===== src/design/rtp_icn_pkg.sv =====
// Shared types and constants for the RTP ingest classifier and NACK generator.
package rtp_icn_pkg;

   // Default cap on NACKs sent for one sequence gap
   localparam int unsigned MAX_NACK_RUN_DEF = 63;

   // Header length limits in bytes
   localparam logic [10:0] MIN_RTP_LEN = 11'd12;
   localparam logic [10:0] REPORT_LEN  = 11'd28;

   // Configuration port geometry
   localparam int unsigned CSR_IDX_W  = 3;
   localparam int unsigned CSR_DATA_W = 32;

   // Configuration register indexes
   localparam logic [CSR_IDX_W-1:0] CSR_ACCEPT_ADDRESS  = 3'd0;
   localparam logic [CSR_IDX_W-1:0] CSR_AUDIO_TYPE      = 3'd1;
   localparam logic [CSR_IDX_W-1:0] CSR_VIDEO_TYPE      = 3'd2;
   localparam logic [CSR_IDX_W-1:0] CSR_AUDIO_SOURCE_ID = 3'd3;
   localparam logic [CSR_IDX_W-1:0] CSR_VIDEO_SOURCE_ID = 3'd4;
   localparam logic [CSR_IDX_W-1:0] CSR_PING_TYPE       = 3'd5;
   localparam logic [CSR_IDX_W-1:0] CSR_REPORT_TYPE     = 3'd6;

   // Register reset values
   localparam logic [6:0] AUDIO_TYPE_RST  = 7'd97;
   localparam logic [6:0] VIDEO_TYPE_RST  = 7'd96;
   localparam logic [7:0] PING_TYPE_RST   = 8'd250;
   localparam logic [7:0] REPORT_TYPE_RST = 8'd200;

   // Result classification codes
   typedef enum logic [2:0] {
      K_BADSRC  = 3'd0,
      K_SHORT   = 3'd1,
      K_AUDIO   = 3'd2,
      K_VIDEO   = 3'd3,
      K_PING    = 3'd4,
      K_REPORT  = 3'd5,
      K_UNKNOWN = 3'd6,
      K_NACK    = 3'd7
   } kind_type;

   // Media stream slots in the sequence tracker
   localparam logic STREAM_AUDIO = 1'b0;
   localparam logic STREAM_VIDEO = 1'b1;

endpackage


===== src/design/rtp_icn_if.sv =====
// Handshake channel interfaces for the header input and the result output.
interface rtp_icn_req_if;
   logic        valid;
   logic        ready;
   logic [31:0] source_addr;
   logic [10:0] packet_length;
   logic [6:0]  payload_type;
   logic        marker;
   logic [15:0] sequence_req;

   modport source (output valid, source_addr, packet_length, payload_type, marker,
                   sequence_req, input ready);
   modport sink   (input valid, source_addr, packet_length, payload_type, marker,
                   sequence_req, output ready);
endinterface

interface rtp_icn_rsp_if;
   logic                  valid;
   logic                  ready;
   rtp_icn_pkg::kind_type kind;
   logic [15:0]           nack_sequence;
   logic [31:0]           nack_ssrc;
   logic                  last;
   logic                  length_bad;
   logic [31:0]           received_count;
   logic [31:0]           lost_count;
   logic [31:0]           nacked_count;

   modport source (output valid, kind, nack_sequence, nack_ssrc, last, length_bad,
                   received_count, lost_count, nacked_count, input ready);
   modport sink   (input valid, kind, nack_sequence, nack_ssrc, last, length_bad,
                   received_count, lost_count, nacked_count, output ready);
endinterface


===== src/design/rtp_ingest_classify_and_nack.sv =====
// Top level: RTP header classifier with per-stream sequence tracking and NACK generation.
//
//  Channel   Dir  Handshake      Carries
//  req_bus   in   valid/ready    one RTP header transaction per datagram
//  rsp_bus   out  valid/ready    classification, then NACKs, with running totals
//  csr_*     in   write enable   register index and write data, no read-back
//
// Path per header: rejected and non-media headers go from the difference step to
// emit; a media packet that is no forward step (first, duplicate or older) also
// passes the received-total step; a forward step whose gap yields n NACKs (n may
// be 0) also passes the lost and NACKed steps. The single 32-bit adder is stepped
// through the sequence difference, the three totals and each NACK number in turn.
// Reset (synchronous, active high) clears the tracker and totals and sets the registers to their reset values.
// A stalled result channel holds the sequencer in its emit state; the input
// is taken only in the idle state, also while the last result still waits.
module rtp_ingest_classify_and_nack #(
   parameter int unsigned MAX_NACK_RUN = rtp_icn_pkg::MAX_NACK_RUN_DEF
) (
   input  logic                                clock,
   input  logic                                reset,
   rtp_icn_req_if.sink                         req_bus,
   rtp_icn_rsp_if.source                       rsp_bus,
   input  logic                                csr_write_enable,
   input  logic [rtp_icn_pkg::CSR_IDX_W-1:0]   csr_index,
   input  logic [rtp_icn_pkg::CSR_DATA_W-1:0]  csr_write_data
);

   localparam int unsigned CNT_W     = $clog2(MAX_NACK_RUN + 1);
   localparam logic [15:0] RUN_LIMIT = 16'(MAX_NACK_RUN);
   localparam logic [CNT_W-1:0] CNT_MAX  = CNT_W'(MAX_NACK_RUN);
   localparam logic [CNT_W-1:0] CNT_ZERO = '0;
   localparam logic [CNT_W-1:0] CNT_ONE  = CNT_W'(1);

   typedef enum logic [5:0] {
      S_IDLE   = 6'b000001,
      S_DIST   = 6'b000010,
      S_RECV   = 6'b000100,
      S_LOST   = 6'b001000,
      S_NACKED = 6'b010000,
      S_EMIT   = 6'b100000
   } state_type;

   // Configuration registers
   logic [31:0] accept_address_ff;
   logic [6:0]  audio_type_ff;
   logic [6:0]  video_type_ff;
   logic [31:0] audio_source_id_ff;
   logic [31:0] video_source_id_ff;
   logic [7:0]  ping_type_ff;
   logic [7:0]  report_type_ff;

   always_ff @(posedge clock) begin
      if (reset) begin
         accept_address_ff  <= '0;
         audio_type_ff      <= rtp_icn_pkg::AUDIO_TYPE_RST;
         video_type_ff      <= rtp_icn_pkg::VIDEO_TYPE_RST;
         audio_source_id_ff <= '0;
         video_source_id_ff <= '0;
         ping_type_ff       <= rtp_icn_pkg::PING_TYPE_RST;
         report_type_ff     <= rtp_icn_pkg::REPORT_TYPE_RST;
      end else if (csr_write_enable) begin
         unique case (csr_index)
            rtp_icn_pkg::CSR_ACCEPT_ADDRESS:  accept_address_ff  <= csr_write_data;
            rtp_icn_pkg::CSR_AUDIO_TYPE:      audio_type_ff      <= csr_write_data[6:0];
            rtp_icn_pkg::CSR_VIDEO_TYPE:      video_type_ff      <= csr_write_data[6:0];
            rtp_icn_pkg::CSR_AUDIO_SOURCE_ID: audio_source_id_ff <= csr_write_data;
            rtp_icn_pkg::CSR_VIDEO_SOURCE_ID: video_source_id_ff <= csr_write_data;
            rtp_icn_pkg::CSR_PING_TYPE:       ping_type_ff       <= csr_write_data[7:0];
            rtp_icn_pkg::CSR_REPORT_TYPE:     report_type_ff     <= csr_write_data[7:0];
            default: ;
         endcase
      end
   end

   // Sequencer and working registers
   state_type             state_ff, state_in;
   logic [31:0]           src_ff;
   logic [10:0]           len_ff;
   logic [6:0]            pt_ff;
   logic                  mk_ff;
   logic [15:0]           seq_ff;
   rtp_icn_pkg::kind_type kind_ff, kind_in;
   logic                  len_bad_ff, len_bad_in;
   logic                  stream_ff;
   logic                  advance_ff, advance_in;
   logic [15:0]           gap_ff;
   logic [CNT_W-1:0]      cnt_ff, cnt_in;
   logic [15:0]           nack_seq_ff;
   logic                  first_ff;

   // Sequence tracker and totals
   logic [15:0] latest_seq_ff [2];
   logic [1:0]  seq_seen_ff;
   logic [31:0] received_ff;
   logic [31:0] lost_ff;
   logic [31:0] nacked_ff;

   // Result register
   logic                  rsp_valid_ff;
   rtp_icn_pkg::kind_type rsp_kind_ff;
   logic [15:0]           rsp_nack_seq_ff;
   logic [31:0]           rsp_ssrc_ff;
   logic                  rsp_last_ff;
   logic                  rsp_len_bad_ff;
   logic [31:0]           rsp_received_ff;
   logic [31:0]           rsp_lost_ff;
   logic [31:0]           rsp_nacked_ff;

   logic req_fire;
   logic slot_free;
   logic rsp_load;

   assign req_bus.ready = (state_ff == S_IDLE);
   assign req_fire      = req_bus.valid && req_bus.ready;
   assign slot_free     = !rsp_valid_ff || rsp_bus.ready;
   assign rsp_load      = (state_ff == S_EMIT) && slot_free;

   // Classification of the latched header
   logic       is_video;
   logic       is_audio;
   logic       is_media;
   logic [7:0] full_type;
   logic       dist_stream;

   assign is_video    = (pt_ff == video_type_ff);
   assign is_audio    = (pt_ff == audio_type_ff);
   assign full_type   = {mk_ff, pt_ff};
   assign dist_stream = is_video ? rtp_icn_pkg::STREAM_VIDEO : rtp_icn_pkg::STREAM_AUDIO;

   // Shared adder: operands steered by the sequencer state
   logic [31:0] alu_a;
   logic [31:0] alu_b;
   logic [31:0] alu_sum;

   always_comb begin
      alu_a = '0;
      alu_b = '0;
      unique case (state_ff)
         S_DIST: begin
            // seq - prev - 1 is the gap; ones' complement without carry-in
            alu_a = {16'b0, seq_ff};
            alu_b = {16'hFFFF, ~latest_seq_ff[dist_stream]};
         end
         S_RECV: begin
            alu_a = received_ff;
            alu_b = 32'd1;
         end
         S_LOST: begin
            alu_a = lost_ff;
            alu_b = {16'b0, gap_ff};
         end
         S_NACKED: begin
            alu_a = nacked_ff;
            alu_b = 32'(cnt_ff);
         end
         S_EMIT: begin
            alu_a = {16'b0, nack_seq_ff};
            alu_b = 32'd1;
         end
         S_IDLE: ;
         default: ;
      endcase
      alu_sum = alu_a + alu_b;
   end

   logic [15:0] gap_now;

   assign gap_now = alu_sum[15:0];

   always_comb begin
      kind_in    = rtp_icn_pkg::K_UNKNOWN;
      len_bad_in = 1'b0;
      is_media   = 1'b0;
      priority if (src_ff != accept_address_ff) begin
         kind_in = rtp_icn_pkg::K_BADSRC;
      end else if (len_ff < rtp_icn_pkg::MIN_RTP_LEN) begin
         kind_in = rtp_icn_pkg::K_SHORT;
      end else if (is_video) begin
         kind_in  = rtp_icn_pkg::K_VIDEO;
         is_media = 1'b1;
      end else if (is_audio) begin
         kind_in  = rtp_icn_pkg::K_AUDIO;
         is_media = 1'b1;
      end else if (full_type == ping_type_ff) begin
         kind_in = rtp_icn_pkg::K_PING;
      end else if (full_type == report_type_ff) begin
         kind_in    = rtp_icn_pkg::K_REPORT;
         len_bad_in = (len_ff != rtp_icn_pkg::REPORT_LEN);
      end else begin
         kind_in = rtp_icn_pkg::K_UNKNOWN;
      end
   end

   // Forward jump: distance 1..32767, i.e. gap below 0x7FFF
   always_comb begin
      advance_in = is_media && seq_seen_ff[dist_stream] && (gap_now < 16'h7FFF);
      cnt_in     = CNT_ZERO;
      if (advance_in) begin
         cnt_in = (gap_now < RUN_LIMIT) ? gap_now[CNT_W-1:0] : CNT_MAX;
      end
   end

   // Next state
   always_comb begin
      state_in = state_ff;
      unique case (state_ff)
         S_IDLE:   if (req_fire) state_in = S_DIST;
         S_DIST:   state_in = is_media ? S_RECV : S_EMIT;
         S_RECV:   state_in = advance_ff ? S_LOST : S_EMIT;
         S_LOST:   state_in = S_NACKED;
         S_NACKED: state_in = S_EMIT;
         S_EMIT: begin
            if (slot_free && cnt_ff == CNT_ZERO) state_in = S_IDLE;
            else if (slot_free && !first_ff && cnt_ff == CNT_ONE) state_in = S_IDLE;
         end
         default:  state_in = S_IDLE;
      endcase
   end

   always_ff @(posedge clock) begin
      if (reset) begin
         state_ff <= S_IDLE;
      end else begin
         state_ff <= state_in;
      end
   end

   // Header latch
   always_ff @(posedge clock) begin
      if (req_fire) begin
         src_ff <= req_bus.source_addr;
         len_ff <= req_bus.packet_length;
         pt_ff  <= req_bus.payload_type;
         mk_ff  <= req_bus.marker;
         seq_ff <= req_bus.sequence_req;
      end
   end

   // Per-item working state
   always_ff @(posedge clock) begin
      if (reset) begin
         first_ff   <= 1'b0;
         cnt_ff     <= CNT_ZERO;
         advance_ff <= 1'b0;
      end else if (state_ff == S_DIST) begin
         kind_ff     <= kind_in;
         len_bad_ff  <= len_bad_in;
         stream_ff   <= dist_stream;
         advance_ff  <= advance_in;
         gap_ff      <= gap_now;
         cnt_ff      <= cnt_in;
         nack_seq_ff <= latest_seq_ff[dist_stream];
         first_ff    <= 1'b1;
      end else if (rsp_load) begin
         first_ff <= 1'b0;
         if (!first_ff) begin
            cnt_ff      <= cnt_ff - CNT_ONE;
            nack_seq_ff <= alu_sum[15:0];
         end
      end
   end

   // Tracker update in DIST, indexed by the live classification
   always_ff @(posedge clock) begin
      if (reset) begin
         latest_seq_ff[0] <= '0;
         latest_seq_ff[1] <= '0;
         seq_seen_ff      <= '0;
      end else if (state_ff == S_DIST && is_media &&
                   (!seq_seen_ff[dist_stream] || advance_in)) begin
         latest_seq_ff[dist_stream] <= seq_ff;
         seq_seen_ff[dist_stream]   <= 1'b1;
      end
   end

   // Running totals, one per adder step
   always_ff @(posedge clock) begin
      if (reset) begin
         received_ff <= '0;
         lost_ff     <= '0;
         nacked_ff   <= '0;
      end else begin
         if (state_ff == S_RECV)   received_ff <= alu_sum;
         if (state_ff == S_LOST)   lost_ff     <= alu_sum;
         if (state_ff == S_NACKED) nacked_ff   <= alu_sum;
      end
   end

   // Result register: classification first, then NACKs in ascending order
   always_ff @(posedge clock) begin
      if (reset) begin
         rsp_valid_ff <= 1'b0;
      end else if (rsp_load) begin
         rsp_valid_ff <= 1'b1;
      end else if (rsp_bus.ready) begin
         rsp_valid_ff <= 1'b0;
      end
   end

   always_ff @(posedge clock) begin
      if (rsp_load) begin
         rsp_received_ff <= received_ff;
         rsp_lost_ff     <= lost_ff;
         rsp_nacked_ff   <= nacked_ff;
         if (first_ff) begin
            rsp_kind_ff     <= kind_ff;
            rsp_nack_seq_ff <= '0;
            rsp_ssrc_ff     <= '0;
            rsp_len_bad_ff  <= len_bad_ff;
            rsp_last_ff     <= (cnt_ff == CNT_ZERO);
         end else begin
            rsp_kind_ff     <= rtp_icn_pkg::K_NACK;
            rsp_nack_seq_ff <= alu_sum[15:0];
            rsp_ssrc_ff     <= stream_ff ? video_source_id_ff : audio_source_id_ff;
            rsp_len_bad_ff  <= 1'b0;
            rsp_last_ff     <= (cnt_ff == CNT_ONE);
         end
      end
   end

   assign rsp_bus.valid          = rsp_valid_ff;
   assign rsp_bus.kind           = rsp_kind_ff;
   assign rsp_bus.nack_sequence  = rsp_nack_seq_ff;
   assign rsp_bus.nack_ssrc      = rsp_ssrc_ff;
   assign rsp_bus.last           = rsp_last_ff;
   assign rsp_bus.length_bad     = rsp_len_bad_ff;
   assign rsp_bus.received_count = rsp_received_ff;
   assign rsp_bus.lost_count     = rsp_lost_ff;
   assign rsp_bus.nacked_count   = rsp_nacked_ff;

   // Checks on the sequencer
   a_accept_to_dist: assert property (@(posedge clock) disable iff (reset)
      req_fire |=> state_ff == S_DIST)
      else $error("accepted header did not enter the difference step");

   a_run_capped: assert property (@(posedge clock) disable iff (reset)
      cnt_ff <= CNT_MAX)
      else $error("NACK run count above the cap");

   a_lost_needs_advance: assert property (@(posedge clock) disable iff (reset)
      state_ff == S_LOST |-> advance_ff)
      else $error("lost total updated without a forward jump");

   a_nack_after_first: assert property (@(posedge clock) disable iff (reset)
      rsp_load && !first_ff |=> rsp_kind_ff == rtp_icn_pkg::K_NACK && rsp_valid_ff)
      else $error("follow-on result is not a NACK");

endmodule


===== src/flat_wrapper.sv =====
// flat-port wrapper written by rule: the top's interface ports become plain ports
module rtp_ingest_classify_and_nack_flat 
#(
   parameter int unsigned MAX_NACK_RUN = rtp_icn_pkg::MAX_NACK_RUN_DEF
)
  (clock, reset, csr_write_enable, csr_index, csr_write_data, req_bus_valid, req_bus_source_addr, req_bus_packet_length, req_bus_payload_type, req_bus_marker, req_bus_sequence_req, req_bus_ready, rsp_bus_valid, rsp_bus_kind, rsp_bus_nack_sequence, rsp_bus_nack_ssrc, rsp_bus_last, rsp_bus_length_bad, rsp_bus_received_count, rsp_bus_lost_count, rsp_bus_nacked_count, rsp_bus_ready);
  rtp_icn_req_if req_bus_i ();
  rtp_icn_rsp_if rsp_bus_i ();
  input  logic clock;
  input  logic reset;
  input  logic csr_write_enable;
  input  logic [rtp_icn_pkg::CSR_IDX_W-1:0] csr_index;
  input  logic [rtp_icn_pkg::CSR_DATA_W-1:0] csr_write_data;
  input wire logic [$bits(req_bus_i.valid)-1:0] req_bus_valid;
  input wire logic [$bits(req_bus_i.source_addr)-1:0] req_bus_source_addr;
  input wire logic [$bits(req_bus_i.packet_length)-1:0] req_bus_packet_length;
  input wire logic [$bits(req_bus_i.payload_type)-1:0] req_bus_payload_type;
  input wire logic [$bits(req_bus_i.marker)-1:0] req_bus_marker;
  input wire logic [$bits(req_bus_i.sequence_req)-1:0] req_bus_sequence_req;
  output wire logic [$bits(req_bus_i.ready)-1:0] req_bus_ready;
  output wire logic [$bits(rsp_bus_i.valid)-1:0] rsp_bus_valid;
  output wire logic [$bits(rsp_bus_i.kind)-1:0] rsp_bus_kind;
  output wire logic [$bits(rsp_bus_i.nack_sequence)-1:0] rsp_bus_nack_sequence;
  output wire logic [$bits(rsp_bus_i.nack_ssrc)-1:0] rsp_bus_nack_ssrc;
  output wire logic [$bits(rsp_bus_i.last)-1:0] rsp_bus_last;
  output wire logic [$bits(rsp_bus_i.length_bad)-1:0] rsp_bus_length_bad;
  output wire logic [$bits(rsp_bus_i.received_count)-1:0] rsp_bus_received_count;
  output wire logic [$bits(rsp_bus_i.lost_count)-1:0] rsp_bus_lost_count;
  output wire logic [$bits(rsp_bus_i.nacked_count)-1:0] rsp_bus_nacked_count;
  input wire logic [$bits(rsp_bus_i.ready)-1:0] rsp_bus_ready;
  assign req_bus_i.valid = req_bus_valid;
  assign req_bus_i.source_addr = req_bus_source_addr;
  assign req_bus_i.packet_length = req_bus_packet_length;
  assign req_bus_i.payload_type = req_bus_payload_type;
  assign req_bus_i.marker = req_bus_marker;
  assign req_bus_i.sequence_req = req_bus_sequence_req;
  assign req_bus_ready = req_bus_i.ready;
  assign rsp_bus_valid = rsp_bus_i.valid;
  assign rsp_bus_kind = rsp_bus_i.kind;
  assign rsp_bus_nack_sequence = rsp_bus_i.nack_sequence;
  assign rsp_bus_nack_ssrc = rsp_bus_i.nack_ssrc;
  assign rsp_bus_last = rsp_bus_i.last;
  assign rsp_bus_length_bad = rsp_bus_i.length_bad;
  assign rsp_bus_received_count = rsp_bus_i.received_count;
  assign rsp_bus_lost_count = rsp_bus_i.lost_count;
  assign rsp_bus_nacked_count = rsp_bus_i.nacked_count;
  assign rsp_bus_i.ready = rsp_bus_ready;
  rtp_ingest_classify_and_nack #(.MAX_NACK_RUN(MAX_NACK_RUN)) u_core (.clock(clock), .reset(reset), .req_bus(req_bus_i), .rsp_bus(rsp_bus_i), .csr_write_enable(csr_write_enable), .csr_index(csr_index), .csr_write_data(csr_write_data));
endmodule

===== config.mk =====
export PLATFORM = sky130hd
export DESIGN_NAME = rtp_ingest_classify_and_nack_flat
export DESIGN_NICKNAME = d
export VERILOG_FILES = /design/src/design/rtp_icn_pkg.sv /design/src/design/rtp_icn_if.sv /design/src/design/rtp_ingest_classify_and_nack.sv /design/src/flat_wrapper.sv
export SDC_FILE = /design/constraint.sdc
export NUM_CORES = 1
export LEC_CHECK = 0
export BUFFER_PORTS_ARGS = -buffer_cell sky130_fd_sc_hd__buf_2
export CORE_ASPECT_RATIO = 2
export CORE_MARGIN = 4
export CORE_UTILIZATION = 45
export CTS_CLUSTER_SIZE = 24
export DETAILED_ROUTE_END_ITERATION = 12
export GPL_TIMING_DRIVEN = 0
export PLACE_DENSITY_LB_ADDON = 0.25
export SYNTH_ARGS = -nofsm -noshare
export SYNTH_HDL_FRONTEND = slang
export SYNTH_SLANG_ARGS = --single-unit

===== constraint.sdc =====
create_clock -name clock -period 9.52 [get_ports clock]
set_input_delay 0.476 -clock clock [delete_from_list [all_inputs] [get_ports clock]]
set_output_delay 0.476 -clock clock [all_outputs]
set_load 0.1 [all_outputs]

==> impl_metrics.env, run 1 <==
export IMPL_ys_ff_latch=524
export IMPL_firstDrtPassIters=8
export IMPL_r2r_cells=17
export IMPL_yosysWarnings=0
export IMPL_dpl_hpwl_um=57400
export IMPL_hold_viol=0
export IMPL_final_nets=2557
export IMPL_finalPower_mw=4.62
export IMPL_clock_path_buffers=3
export IMPL_wl_per_cell_um=23.9
export IMPL_crit_start="u_core.pt_ff[1]"
export IMPL_detail_route_vias_per_cell=5.67
export IMPL_synthArstFlopShare_pct=0
export IMPL_postCtsHoldBufs=0
export IMPL_tns_ps=0
export IMPL_pre_cts_ws_ps=2290
export IMPL_peakVddDrop_v=0.000154
export IMPL_area_growth_pct=17.4
export IMPL_portBuffers=256
export IMPL_combPwrFrac_pct=4.7
export IMPL_reg2reg_slack_ps=2200
export IMPL_htreeDepth=2
export IMPL_track_usage_pct=27.1
export IMPL_slew_violations=0
export IMPL_cp_max_fo=16
export IMPL_final_cell_area_mm2=0.0260
export IMPL_via_count=17540
export IMPL_ys_seq_area_share_pct=60.3
export IMPL_grt_max_degree=45
export IMPL_drtAntennaViolNets=0
export IMPL_routed_wirelength_um=73800
export IMPL_initial_core_util_pct=45.6
export IMPL_max_freq_mhz=137
export IMPL_cts_tree="built"
export IMPL_netlist_area_mm2=0.0221
export IMPL_cts_sinks=524
export IMPL_rsz0062_at_grt="no"
export IMPL_p_int_mw=3.60
export IMPL_clkPwrFrac_pct=42.4
export IMPL_slew_headroom_pct=22.6
export IMPL_cp_end_kind="register"
export IMPL_fin_crit_ps=7320
export IMPL_die_h_um=322
export IMPL_fin_worst_skew_ps=20.7
export IMPL_sequentialPowerShare_pct=52.9
export IMPL_drive_above_1_share_pct=15.0
export IMPL_r2r_end="u_core.latest_seq_ff[1][10]"
export IMPL_numCtsBuffers=45
export IMPL_synth_distinct_cells=72
export IMPL_period_share_pct=76.9
export IMPL_cp_endpoint="u_core.latest_seq_ff[1][10]"
export IMPL_ios=258
export IMPL_dieArea_mm2=0.0530
export IMPL_gp_routability_congestion=1.00
export IMPL_p_per_area_mw_per_mm2=178
export IMPL_worst_pin_slew_ps=1150
export IMPL_setup_viol_count_final=0
export IMPL_root_buffer="clkbuf_16"
export IMPL_syn_inst=2105
export IMPL_placed_area_mm2=0.0244
export IMPL_avgSynthCellArea_um2=10.5
export IMPL_grt_overflow=0
export IMPL_route_detailed_drc=0
export IMPL_synth_nets=2246
export IMPL_num_rows=114
export IMPL_grt_pass1_wl_um=106000
export IMPL_first_iter_violations=1167
export IMPL_crit_type="register to register"
export IMPL_synth_edf_count=285
export IMPL_ctsResizeCount=0
export IMPL_worstPathRequired_ps=9590
export IMPL_switching_share_pct=22.2
export IMPL_p_sw_mw=1.03
export IMPL_crit_arrival_ps=7400
export IMPL_hold_class="input port to register"
export IMPL_max_cap_viol_count=0
export IMPL_rr_startpoint="u_core.pt_ff[1]"
export IMPL_power_leakage_nw=9.99
export IMPL_clk_pin_slew_ps=70
export IMPL_yosys_most_used_dff="edfxtp_1"
export IMPL_setup_ws_ps=2200
export IMPL_antenna_found_initial=4
export IMPL_worstSetupStartpointType="register"
export IMPL_outcome="completed"
export IMPL_coreArea_mm2=0.0485
export IMPL_clock_latency_ps=590
export IMPL_cts_setup_buffers=0
export IMPL_die_w_um=165
export IMPL_grt_pass1_vias=17696
## worst min path at each step
| stage | depth (start not counted) | to | startpoint | slack (ps) |
|---|---|---|---|---|
| after global routing | 1 | u_core.src_ff[7] | req_bus_source_addr[7] | 50 |
| after global placement | 0 | u_core.rsp_bus.lost_count[22] | u_core.lost_ff[22] | 440 |
| final | 1 | u_core.seq_ff[6] | req_bus_sequence_req[6] | 70 |
| after detailed placement | 0 | u_core.rsp_bus.received_count[22] | u_core.received_ff[22] | 450 |
| after floorplan | 0 | u_core.rsp_bus.lost_count[29] | u_core.lost_ff[29] | 430 |
| after CTS | 1 | u_core.seq_ff[6] | req_bus_sequence_req[6] | 40 |
## metrics by stage
step / utilization (%) / hold WS (ps) / cells
finish: 53.5 / 66.9 / 3092
global route: 53.5 / 46.9 / 3091
CTS: 53.5 / 39.9 / 3091
detailed placement: 50.3 / 447 / 3007
global placement: 49.9 / 440 / 2999
floorplan: - / 429 / 2105
## power groups by stage
stage / clock network (mW) / logic [mW] / registers, mW
after global routing: 2.08 / 0.235 / 2.45
after global placement: 0 / 0.210 / 2.50
final: 1.96 / 0.218 / 2.44
after floorplan: 0 / 0.117 / 2.49
after CTS: 1.99 / 0.218 / 2.44
after detailed placement: 0 / 0.217 / 2.49
## critical path, stage by stage, from the launching register on
cell	delay, ps
edfxtp_1	540
xor2_1	210
nor4_2	660
clkbuf_1	830
mux2i_1	180
nand2_1	160
nand4_1	130
ha_1	300
fa_1	460
a211oi_1	790
o21bai_1	160
a21oi_1	200
xor2_1	120
inv_1	350
nand3_1	130
or4_1	610
o211ai_1	280
nand3_1	690
## metal layers
layer | part of all wire [%] | vias up | global-route usage, % | wire [um]
li1 | - | 8165 | - | -
met3 | 6.6 | 256 | 5.01 | 4830
met1 | 31 | 8364 | 24.7 | 22600
met4 | 8.8 | 2 | 20.6 | 6510
met2 | 54 | 753 | 51.4 | 39800
met5 | 0.016 | - | 0 | 12
## final cells by class
class	count	area [um^2]
tap	638	798
timing repair buffer	264	1450
buffer	135	531
sequential	524	13300
fill	4378	22500
inverter	61	231
clock inverter	24	287
antenna	1	2.50
clock buffer	60	1280
multi-input combinational	1385	8040
## cell usage after synthesis, types with 4 or more instances
master	instances	area share, %
a21oi_1	218	4.9
a222oi_1	35	1.6
dfxtp_1	239	22
buf_1	18	0.31
nor4_1	20	0.57
or2_2	4	0.11
o311ai_0	4	0.16
buf_2	6	0.14
o21a_1	10	0.34
o21ai_0	22	0.50
nor3_1	20	0.45
and2_1	8	0.23
nand2b_1	10	0.28
nand2_1	436	7.4
o211ai_1	11	0.37
ha_1	33	1.9
mux2i_1	64	2.9
o22ai_1	18	0.51
a22oi_1	19	0.64
o41ai_1	6	0.24
a22o_1	7	0.28
a211oi_1	46	1.6
or3_1	17	0.48
nor3b_1	9	0.31
and3_1	6	0.17
a31oi_1	10	0.28
inv_1	59	1.0
xor2_1	66	2.6
o21bai_1	4	0.14
o2111ai_1	4	0.16
clkbuf_1	109	1.8
edfxtp_1	285	39
nand3_1	46	1.0
nand3b_1	7	0.24
xnor2_1	13	0.51
nor2b_1	17	0.48
nor2_1	120	2.0
nand4_1	16	0.45
a21o_1	14	0.48
## logic make-up (layout without fill, tap and decap cells)
logic type	after synthesis	after routing	synth area share (%)
fa+ha+maj	34	34	1.96
buf+inv	196	544	3.43
simple gates	755	755	15.0
flops	524	524	60.3
compound gates	452	452	13.2
mux	64	64	2.90
xor+xnor	80	80	3.20
other cells	0	1	0
## cell usage in the layout (no fill, tap or decap), types with 8 or more instances in the layout
| cell type | instances |
|---|---|
| clkbuf_1 | 118 |
| nand3_1 | 46 |
| nand2b_1 | 10 |
| mux2i_1 | 64 |
| edfxtp_1 | 285 |
| buf_2 | 263 |
| xor2_1 | 66 |
| and2_1 | 8 |
| nand2_1 | 436 |
| nand4_1 | 16 |
| a22oi_1 | 19 |
| or3_1 | 17 |
| a21oi_1 | 217 |
| o211ai_1 | 11 |
| inv_1 | 58 |
| o21ai_0 | 22 |
| nor4_1 | 20 |
| a211oi_1 | 46 |
| a222oi_1 | 35 |
| nor3b_1 | 8 |
| nor2b_1 | 17 |
| ha_1 | 33 |
| o21a_1 | 10 |
| dfxtp_1 | 239 |
| clkbuf_16 | 48 |
| a31oi_1 | 10 |
| xnor2_1 | 13 |
| o22ai_1 | 18 |
| clkinv_2 | 9 |
| nor2_1 | 118 |
| buf_1 | 17 |
| nor3_1 | 20 |
| a21o_1 | 14 |
No activity file was read; power rests on OpenSTA's default activity.
==> run 2: changes to the inputs <==
==> constraint.sdc (replaced) <==
create_clock -name clock -period 7.15 [get_ports clock]
set_input_delay 0.3575 -clock clock [delete_from_list [all_inputs] [get_ports clock]]
set_output_delay 0.3575 -clock clock [all_outputs]
set_load 0.1 [all_outputs]
==> run 2 against run 1 <==
  * First-iteration DRC count increased by 17%
  * Via count rose by 1.6%
  * Clock skew increased by 5.3 ps
  * Critical path type unchanged
  * Cell area rose by 2.4%
  * Sequential power grew 33%
  * Maximum frequency grew 7.7%
  * Global-route usage grew 0.45 points
  * Register-to-register slack worse by 1800 ps
  * Utilization is 1.3 points higher
  * Sequential share of layout area decreased by 1.2 points
==> impl_metrics.env, run 2 (synthesized netlist as in run 1, its figures left out) <==
export IMPL_outcome="completed"
export IMPL_finalNonFillerCells=3159
export IMPL_grt_pass1_wl_um=109000
export IMPL_sequentialPowerShare_pct=52.9
export IMPL_antenna_found_initial=0
export IMPL_dpl_hpwl_um=57000
export IMPL_crit_family="simple AND/OR/NAND/NOR gates"
export IMPL_multi_input_area_mm2=0.00805
export IMPL_root_buffer="clkbuf_16"
export IMPL_drive_above_1_share_pct=14.9
export IMPL_dieArea_mm2=0.0530
export IMPL_clock_path_buffers=3
export IMPL_slew_headroom_pct=22.8
export IMPL_dp_cells=3006
export IMPL_wl_per_cell_um=23.5
export IMPL_period_share_pct=95.1
export IMPL_p_int_mw=4.72
export IMPL_peakVddDrop_v=0.000314
export IMPL_cts_sinks=524
export IMPL_detail_route_vias_per_cell=5.64
export IMPL_ios=258
export IMPL_die_w_um=165
export IMPL_hold_viol=0
export IMPL_rsz0062_at_grt="no"
export IMPL_fin_worst_skew_ps=26.0
export IMPL_drtAntennaViolNets=0
export IMPL_worstPathRequired_ps=7300
export IMPL_crit_buf_inv=2
export IMPL_num_rows=114
export IMPL_slowest_stage="clkdlybuf4s15_1"
export IMPL_slew_violations=0
export IMPL_grt_max_degree=46
export IMPL_cp_max_fo=16
export IMPL_routed_wirelength_um=74200
export IMPL_worstSetupStartpointType="register"
export IMPL_tns_ps=0
export IMPL_diodes=0
export IMPL_clkPwrFrac_pct=41.9
export IMPL_portBuffers=256
export IMPL_p_sw_mw=1.43
export IMPL_crit_arrival_ps=6950
export IMPL_switching_share_pct=23.3
export IMPL_cts_tree="built"
export IMPL_seqCellArea_mm2=0.0133
export IMPL_track_usage_pct=27.6
export IMPL_clock_latency_ps=590
export IMPL_initial_core_util_pct=45.6
export IMPL_finalPower_mw=6.15
export IMPL_power_leakage_nw=10.3
export IMPL_max_cap_viol_count=0
export IMPL_p_per_area_mw_per_mm2=231
export IMPL_grt_overflow=0
export IMPL_slowest_delay_ps=830
export IMPL_layout_commonest_cell="nand2_1"
export IMPL_gp_routability_congestion=0.979
export IMPL_cts_setup_buffers=0
export IMPL_setup_viol_count_final=0
export IMPL_firstDrtPassIters=7
export IMPL_worst_pin_slew_ps=1150
export IMPL_max_freq_mhz=147
export IMPL_die_h_um=322
export IMPL_grt_pass1_vias=18236
export IMPL_area_growth_pct=20.2
export IMPL_final_cell_mix="nand2_1, edfxtp_1, buf_2"
export IMPL_path_cells="xnor2_1, nand4_1, nor4_2, clkdlybuf4s15_1, mux2i_1, nand2_1, nand4_1, ha_1, fa_1, a211oi_1, o211ai_1, nand4_1, nand4b_1, inv_1, nand4_1, or4_1, o211ai_1, nand3_2"
export IMPL_combPwrFrac_pct=5.2
export IMPL_final_nets=2624
export IMPL_nFillCells=4299
export IMPL_crit_type="register to register"
export IMPL_first_iter_violations=1369
export IMPL_cpMostUsedCell="nand4_1"
export IMPL_fin_crit_ps=6800
export IMPL_via_count=17815
export IMPL_coreArea_mm2=0.0485
export IMPL_cp_end_kind="register"
export IMPL_hold_class="input port to register"
export IMPL_clk_pin_slew_ps=70
export IMPL_htreeDepth=2
export IMPL_route_detailed_drc=0
export IMPL_numCtsBuffers=46
## run 2: per-layer routing
metal / share of wire (%) / track usage [%] / up-vias
li1: - / - / 8299
met2: 54 / 53.2 / 770
met3: 6.3 / 4.74 / 269
met1: 31 / 25.4 / 8477
met4: 8.3 / 18.9 / 0
met5: 0 / 0 / -
## run 2: area by class of cell
type | instances | area share [%]
Sequential cell | 524 | 50.2
Multi-Input combinational cell | 1385 | 30.3
Timing Repair Buffer | 330 | 7.86
Clock buffer | 54 | 4.72
Tap cell | 638 | 3.00
Buffer | 135 | 2.02
Clock inverter | 32 | 1.10
Inverter | 61 | 0.870
## run 2: worst paths after layout
| check | from | endpoint | slack (ps) | cells after the start |
|---|---|---|---|---|
| min | csr_write_data[29] | u_core.audio_source_id_ff[29] | 40 | 3 |
| min reg2reg | u_core.video_source_id_ff[26] | u_core.video_source_id_ff[26] | 460 | 2 |
| max reg2reg | u_core.pt_ff[4] | u_core.latest_seq_ff[0][6] | 350 | 18 |
| max | u_core.pt_ff[4] | u_core.latest_seq_ff[0][6] | 350 | 18 |
## run 2: through the flow
stage	area, um^2	hold slack (ps)	util (%)	setup slack [ps]
after CTS	26600	2.70	54.8	69.6
after global placement	24200	440	49.9	186
final	26600	35.6	54.8	349
after global routing	26600	24.8	54.8	23.3
after detailed placement	24400	446	50.2	120
after floorplan	22100	429	-	1880
## run 2: worst reg2reg max path, stage by stage (launching register included)
cell             delay (ps)
edfxtp_1                530
xnor2_1                 200
nand4_1                 140
nor4_2                  550
clkdlybuf4s15_1         830
mux2i_1                 190
nand2_1                 150
nand4_1                 110
ha_1                    290
fa_1                    470
a211oi_1                510
o211ai_1                280
nand4_1                 160
nand4b_1                330
inv_1                   180
nand4_1                 140
or4_1                   540
o211ai_1                300
nand3_2                 460
## run 2: what timing repair did
item | 4_1_cts | 5_1_grt
gates resized for setup | 0 | 4
hold endpoints to repair | 67 | 0
hold buffers | 67 | 0
endpoints found under the setup margin | 0 | 32
## run 2: power groups by stage
stage	logic, mW	clock network [mW]	registers (mW)
floorplan	0.156	0	3.32
global placement	0.278	0	3.32
detailed placement	0.288	0	3.32
CTS	0.317	2.62	3.25
global route	0.346	2.72	3.25
finish	0.320	2.58	3.25
==> run 3: changes to the inputs <==
--- a/config.mk
+++ b/config.mk
@@ -12,7 +12,8 @@
 export CTS_CLUSTER_SIZE = 24
 export DETAILED_ROUTE_END_ITERATION = 12
 export GPL_TIMING_DRIVEN = 0
-export PLACE_DENSITY_LB_ADDON = 0.25
+export PLACE_DENSITY = 0.61
+export REMOVE_ABC_BUFFERS = 1
 export SYNTH_ARGS = -nofsm -noshare
 export SYNTH_HDL_FRONTEND = slang
 export SYNTH_SLANG_ARGS = --single-unit
==> run 3 against run 2 <==
  * Global-route usage down 3.3 points
  * Maximum frequency up 3.4%
  * Via count down 4.8%
  * Largest cell class unchanged
  * Cell area about the same
  * Combinational power down 6.3%
==> impl_metrics.env, run 3 (synthesized netlist as in run 1, its figures left out) <==
export IMPL_outcome="completed"
export IMPL_grt_pass1_wl_um=98600
export IMPL_initial_core_util_pct=45.6
export IMPL_die_h_um=322
export IMPL_num_rows=114
export IMPL_dieArea_mm2=0.0530
export IMPL_use_met1_pct=23.5
export IMPL_rsz0062_at_grt="no"
export IMPL_firstDrtPassIters=6
export IMPL_track_usage_pct=24.3
export IMPL_ios=258
export IMPL_peakVddDrop_v=0.000220
export IMPL_drtAntennaViolNets=0
export IMPL_dp_cells=2906
export IMPL_nFillCells=4256
export IMPL_grt_met2_usage_pct=46.2
export IMPL_area_growth_pct=20.3
export IMPL_htreeDepth=2
export IMPL_portBuffers=257
export IMPL_antenna_found_initial=0
export IMPL_first_iter_violations=1146
export IMPL_r2r_cells=18
export IMPL_slew_violations=0
export IMPL_finalNonFillerCells=3063
export IMPL_cts_tree="built"
export IMPL_numCtsBuffers=45
export IMPL_grt_overflow=0
export IMPL_p_int_mw=4.60
export IMPL_clkPwrFrac_pct=40.0
export IMPL_grt_pass1_vias=17226
export IMPL_grt_max_degree=142
export IMPL_switching_share_pct=22.3
export IMPL_cts_sinks=524
export IMPL_rr_startpoint="u_core.state_ff[1]"
export IMPL_max_freq_mhz=152
export IMPL_reg2reg_slack_ps=570
export IMPL_gp_routability_congestion=0.901
export IMPL_slew_headroom_pct=15.9
export IMPL_p_sw_mw=1.33
export IMPL_crit_arrival_ps=6670
export IMPL_crit_type="register to register"
export IMPL_slowest_delay_ps=850
export IMPL_worstSetupStartpointType="register"
export IMPL_clock_latency_ps=580
export IMPL_setup_viol_count_final=0
export IMPL_tns_ps=0
export IMPL_final_cell_mix="nand2_1, edfxtp_1, buf_2"
export IMPL_power_leakage_nw=10.4
export IMPL_root_buffer="clkbuf_16"
export IMPL_cp_end_kind="register"
export IMPL_hp_start="csr_write_data[13]"
export IMPL_p_per_area_mw_per_mm2=223
export IMPL_worst_pin_slew_ps=1260
export IMPL_route_detailed_drc=0
export IMPL_coreArea_mm2=0.0485
export IMPL_clock_path_buffers=3
export IMPL_min_to="u_core.accept_address_ff[13]"
export IMPL_drive_above_1_share_pct=16.9
export IMPL_dpl_hpwl_um=46800
export IMPL_r2r_end="u_core.latest_seq_ff[1][15]"
export IMPL_fin_crit_ps=6580
export IMPL_grtUsageMet3_pct=3.91
export IMPL_hold_class="input port to register"
export IMPL_layout_commonest_cell="nand2_1"
export IMPL_diodes=0
export IMPL_path_cells="nor2_1, nand2_1, nor3b_2, buf_8, buf_6, buf_6, a222oi_1, inv_1, ha_1, a211oi_1, o211ai_1, nand4_1, nand4b_1, inv_1, nand4_1, or4_1, o211ai_1, nand3_2"
export IMPL_detail_route_vias_per_cell=5.54
export IMPL_fin_worst_skew_ps=27.7
export IMPL_routed_wirelength_um=64900
export IMPL_hold_viol=0
export IMPL_worstHoldPathCells=3
export IMPL_max_cap_viol_count=0
export IMPL_die_w_um=165
export IMPL_cp_max_fo=16
export IMPL_finalPower_mw=5.93
export IMPL_slowest_stage="nor3b_2"
export IMPL_combPwrFrac_pct=5.1
export IMPL_gr_max_usage_layer="met2"
export IMPL_clk_pin_slew_ps=70
export IMPL_via_count=16965
export IMPL_final_nets=2531
export IMPL_worstPathRequired_ps=7240
export IMPL_sequentialPowerShare_pct=54.9
export IMPL_period_share_pct=92.0
export IMPL_wl_per_cell_um=21.2
export IMPL_whs_ps=49.9
-- run 3: cell types whose count changed in the layout (fill, tap and decap cells not counted), moves of 6 or more --
| cell | delta |
|---|---|
| buf_6 | +15 |
| clkbuf_8 | +6 |
| buf_4 | +9 |
| buf_8 | +8 |
| buf_1 | -17 |
| clkbuf_1 | -106 |
| buf_2 | -7 |
| clkinvlp_4 | -6 |
| buf_16 | +8 |
-- run 3: metal layers --
metal | vias up | part of all wire [%]
met4 | 0 | 7.6
met1 | 8040 | 32
met2 | 614 | 55
met5 | - | 0
li1 | 8098 | -
met3 | 213 | 5.6
-- run 3: area by class of cell --
| type | instances | area (um^2) | share of cell area, % |
|---|---|---|---|
| well taps | 638 | 798 | 3.00 |
| repair buffers | 373 | 2710 | 10.2 |
| clock buffers | 60 | 1290 | 4.87 |
| clock inverters | 22 | 119 | 0.447 |
| flip-flops and latches | 524 | 13300 | 50.1 |
| multi-input cells | 1385 | 8100 | 30.4 |
| inverters | 61 | 245 | 0.921 |
-- run 3: timing repair --
action                                  CTS  global route
endpoints found under the setup margin   32            32
pin swaps                                 0             2
setup buffers                             0             8
hold buffers                             67             0
hold endpoints to repair                 67             0
resized for setup                         3             1
-- run 3: how the worst max path moves through the flow --
stage | to | slack [ps] | from | cells after the start
after floorplan | u_core.latest_seq_ff[0][0] | -2020 | u_core.state_ff[1] | 15
after global placement | u_core.latest_seq_ff[1][15] | -7940 | u_core.state_ff[1] | 14
after detailed placement | u_core.latest_seq_ff[1][8] | -160 | u_core.state_ff[5] | 16
after CTS | u_core.latest_seq_ff[1][15] | 280 | u_core.pt_ff[4] | 17
after global routing | u_core.latest_seq_ff[1][15] | 220 | u_core.state_ff[1] | 19
final | u_core.latest_seq_ff[1][15] | 570 | u_core.state_ff[1] | 18
-- run 3: metrics by stage --
step | setup slack (ps) | cell area [um^2] | utilization, %
3_5_place_dp | -160 | 24500 | 50.4
4_1_cts | 283 | 26500 | 54.7
3_3_place_gp | -7940 | 23700 | 48.8
2_1_floorplan | -2020 | 21600 | -
5_1_grt | 220 | 26600 | 54.9
6_report | 573 | 26600 | 54.9
-- run 3: power groups by stage --
stage / registers [mW] / logic [mW] / clock network (mW)
2_1_floorplan: 3.32 / 0.133 / 0
3_3_place_gp: 3.33 / 0.255 / 0
3_5_place_dp: 3.32 / 0.270 / 0
4_1_cts: 3.26 / 0.300 / 2.44
5_1_grt: 3.26 / 0.327 / 2.55
6_report: 3.26 / 0.300 / 2.37
-- run 3: critical path: cells and delay by family, from the launching register on --
family / cells / cell delay (ps)
simple gates: 8 / 2920
buf+inv: 5 / 1250
compound gates: 4 / 1230
flops: 1 / 350
fa+ha+maj: 1 / 310
